**config.mk**
```make
export PLATFORM = sky130hd
export DESIGN_NAME = bb3_ram
export DESIGN_NICKNAME = d
export VERILOG_FILES = /design/src/rtl/bb3_ram.sv
export SDC_FILE = /design/constraint.sdc
export NUM_CORES = 2
export LEC_CHECK = 0
export BUFFER_PORTS_ARGS = -buffer_cell sky130_fd_sc_hd__clkbuf_2
export CORE_MARGIN = 1
export CORE_UTILIZATION = 60
export CTS_BUF_LIST = sky130_fd_sc_hd__clkbuf_4 sky130_fd_sc_hd__clkbuf_8
export DETAILED_ROUTE_END_ITERATION = 10
export PLACE_DENSITY = 0.76
export SLEW_MARGIN = 20
export SYNTH_ARGS = -nofsm -noshare
export SYNTH_HDL_FRONTEND = slang
export SYNTH_SLANG_ARGS = --single-unit
```
**constraint.sdc**
```tcl
create_clock -name clk -period 7.95 [get_ports clk]
set_input_delay 1.1925 -clock clk [delete_from_list [all_inputs] [get_ports clk]]
set_output_delay 1.1925 -clock clk [all_outputs]
set_load 0.05 [all_outputs]
```
**src/rtl/bb3_ram.sv**
```systemverilog
module bb3_ram #(
  parameter int Width = 48,
  parameter int Depth = 64
) (
  input  logic                     clk,
  input  logic                     we,
  input  logic [$clog2(Depth)-1:0] waddr,
  input  logic [Width-1:0]         wdata,
  input  logic                     re,
  input  logic [$clog2(Depth)-1:0] raddr,
  output logic [Width-1:0]         rdata
);

  logic [Width-1:0] mem [Depth];

  // single write port, registered read port
  always_ff @(posedge clk) begin
    if (we) begin
      mem[waddr] <= wdata;
    end
    if (re) begin
      rdata <= mem[raddr];
    end
  end

endmodule

```
==> impl_metrics.py <==
metrics = {
    "die": {
        "die_h_um": 444.7,
        "design.die.area_mm2": 0.1978,
        "ios": 111,
        "rows": 162,
        "coreArea_mm2": 0.1948,
        "fp.dieW_um": 444.7,
        "start_util_pct": 60.37,
    },
    "finish": {
        "multi_input_area_mm2": 0.02294,
        "layout-drive-gt1-share_pct": 31.46,
        "fill_cells": 11613,
        "ff_latch_area_mm2": 0.09369,
        "fin_cells": 8398,
        "nets": 5485,
        "area_growth_pct": 11.12,
    },
    "global_routing": {
        "grt_pass1_wl_um": 430800,
        "first_global_vias": 58437,
        "grtUsageTotal_pct": 31.52,
        "antenna_found_initial": 26,
        "grt_overflow_total": 0,
        "grt_max_degree": 149,
    },
    "synthesis": {
        "ys_seq_elements": 3120,
        "syn_inst": 4970,
        "synthFlopType": "edfxtp_1",
        "syn_area_mm2": 0.1176,
        "synth_edf_count": 3120,
        "async_reset_ff_share_pct": 0,
        "ys_types": 35,
        "synth_seq_area_share_pct": 79.67,
        "syn_nets": 5033,
        "synth.avg_cell_area_um2": 23.66,
        "ys.warnings.count": 0,
    },
    "placement": {
        "portBuffers": 110,
        "place_inst": 7574,
        "hpwl_um": 162900,
        "routabilityCongestion": 0.8189,
    },
    "critical_path": {
        "critPathMaxFanout": 104,
        "start_kind": "input pin",
        "worstSetupPathType": "in2reg",
        "worstPathArrival_ns": 4.63,
        "required_ns": 8.79,
        "end_kind": "flip-flop",
    },
    "timing": {
        "layout_min_cycle_time_ns": 3.794,
        "worst_pin_slew_ns": 1.188,
        "slew_viol_final": 0,
        "setup_viol": 0,
        "fin_skew_ns": 0.08402,
        "setup_tns_ns": 0,
        "rsz0062_at_grt": "false",
        "whs_ns": 0.4554,
        "fmax_mhz": 263.6,
        "finalHoldViolations": 0,
        "max_slew_margin_pct": 20.77,
        "fin_crit_sh_pct": 47.73,
    },
    "clock_network": {
        "ctsHtreeMaxLevel": 5,
        "numCtsBuffers": 467,
        "clock_latency_ns": 1.13,
        "cts_num_sinks": 3120,
        "clock_tree.buffer_depth": 4,
        "cts_resized": 0,
        "cts_setup_buffers": 0,
        "cts_hold_buffers": 0,
        "path_clk_slew_ns": 0.06,
        "cts_tree": "yes",
        "clockRootBuffer": "clkbuf_8",
    },
    "power": {
        "total_power_mw": 32.33,
        "power_density_mw_per_mm2": 247.4,
        "p_leak_nw": 40.69,
        "ir_drop_v": 0.0002237,
    },
    "status": {
        "outcome": "finished clean",
    },
    "flow_run": {
        "cap_viol_max_count": 0,
    },
    "route": {
        "dr.max_layer_used": "met5",
        "viasPerCell": 6.966,
        "drt-initial-drc-count": 9779,
        "wirelength_um": 308600,
        "drc": 0,
        "ant_nets": 0,
        "routedWlPerCell_um": 36.74,
        "wl_met1_um": 105600,
        "met2WireLength_um": 145900,
        "dr_wl_met3_um": 40150,
        "num_vias": 58498,
        "dr.pass1.iters": 7,
    },
    "min_path": {
        "hold_class": "in2reg",
    },
}
## cells by family after synthesis
group	Yosys count	synth area share, %
mux	829	15.09
buf+inv	282	1.274
compound gates	486	3.012
flops	3120	79.67
simple gates	253	0.9533
## report_power, final
group	total [mW]	switching, mW	leakage, nW	internal (mW)
logic	1.62	1.06	7.98	0.557
registers	18.3	0.0691	28.1	18.3
clock network	12.4	5.91	4.60	6.48
## final cells by class
class                           instances  share of cell area [%]
Antenna cell                           20                 0.03830
Timing Repair Buffer                  265                   1.574
Tap cell                             2624                   2.512
Multi-Input combinational cell       1568                   17.55
Clock buffer                          613                   5.772
Sequential cell                      3120                   71.70
Clock inverter                        188                  0.8541
## cell usage after synthesis, drive strengths merged (24+ instances only)
| master | count | area (um^2) |
|---|---|---|
| a21oi | 74 | 370.4 |
| buf | 183 | 1125 |
| a22oi | 72 | 540.5 |
| nor2 | 132 | 495.5 |
| o22ai | 122 | 763.2 |
| edfxtp | 3120 | 93690 |
| a211oi | 32 | 240.2 |
| mux2i | 63 | 630.6 |
| a22o | 57 | 499.2 |
| nor2b | 24 | 150.1 |
| a221oi | 83 | 727.0 |
| o221ai | 28 | 245.2 |
| clkbuf | 99 | 372.9 |
| mux4 | 754 | 16980 |
| nand2 | 55 | 206.5 |
## worst paths after layout
| kind | from | end | slack (ns) | cells after the start |
|---|---|---|---|---|
| max | raddr[2] | rdata[45]$_DFFE_PP_ | 4.16 | 8 |
| min | wdata[27] | mem[39][27]$_DFFE_PP_ | 0.46 | 1 |
| max reg2reg | mem[11][3]$_DFFE_PP_ | rdata[3]$_DFFE_PP_ | 5.47 | 4 |
| min reg2reg | mem[59][36]$_DFFE_PP_ | rdata[36]$_DFFE_PP_ | 0.88 | 4 |
## stage by stage
step	util, %	worst slack (ns)	cell area (um^2)
2_1_floorplan	-	2.473	117600
3_3_place_gp	62.52	3.123	121800
3_5_place_dp	62.56	3.101	121900
4_1_cts	67.01	4.351	130500
5_1_grt	67.08	4.313	130700
6_report	67.09	4.156	130700
## cell usage in the layout, fill, tap and decap left out, drive strengths merged, types with 4 or more instances in the layout
cell type / n
a311oi: 11
nand3: 7
nand2: 55
or3b: 4
o22ai: 122
a21oi: 74
clkinvlp: 8
mux2: 12
a221oi: 83
a22o: 57
nand2b: 10
clkbuf: 676
bufinv: 11
o221ai: 28
nor2: 132
edfxtp: 3120
diode: 20
mux2i: 63
mux4: 754
clkinv: 166
buf: 202
nor2b: 24
a211oi: 32
a22oi: 72
a31o: 5
nand3b: 5
## metal layers
| metal | GRT usage, % | vias up |
|---|---|---|
| li1 | - | 22501 |
| met4 | 15.79 | 10 |
| met3 | 7.480 | 818 |
| met1 | 42.98 | 30663 |
| met2 | 48.49 | 4506 |
| met5 | 0 | - |
## registers in the layout (all words and copies together), names as in the netlist
name	flops
rdata	48
mem	3072
## worst max-delay path: stages
cell,delay [ns]
buf_8,0.40
buf_12,0.53
or2_2,0.44
buf_4,0.49
o22ai_1,0.19
nor2_1,0.21
a21oi_1,0.29
a221oi_1,0.72
Note: power is estimated with default switching activity, not from simulation.
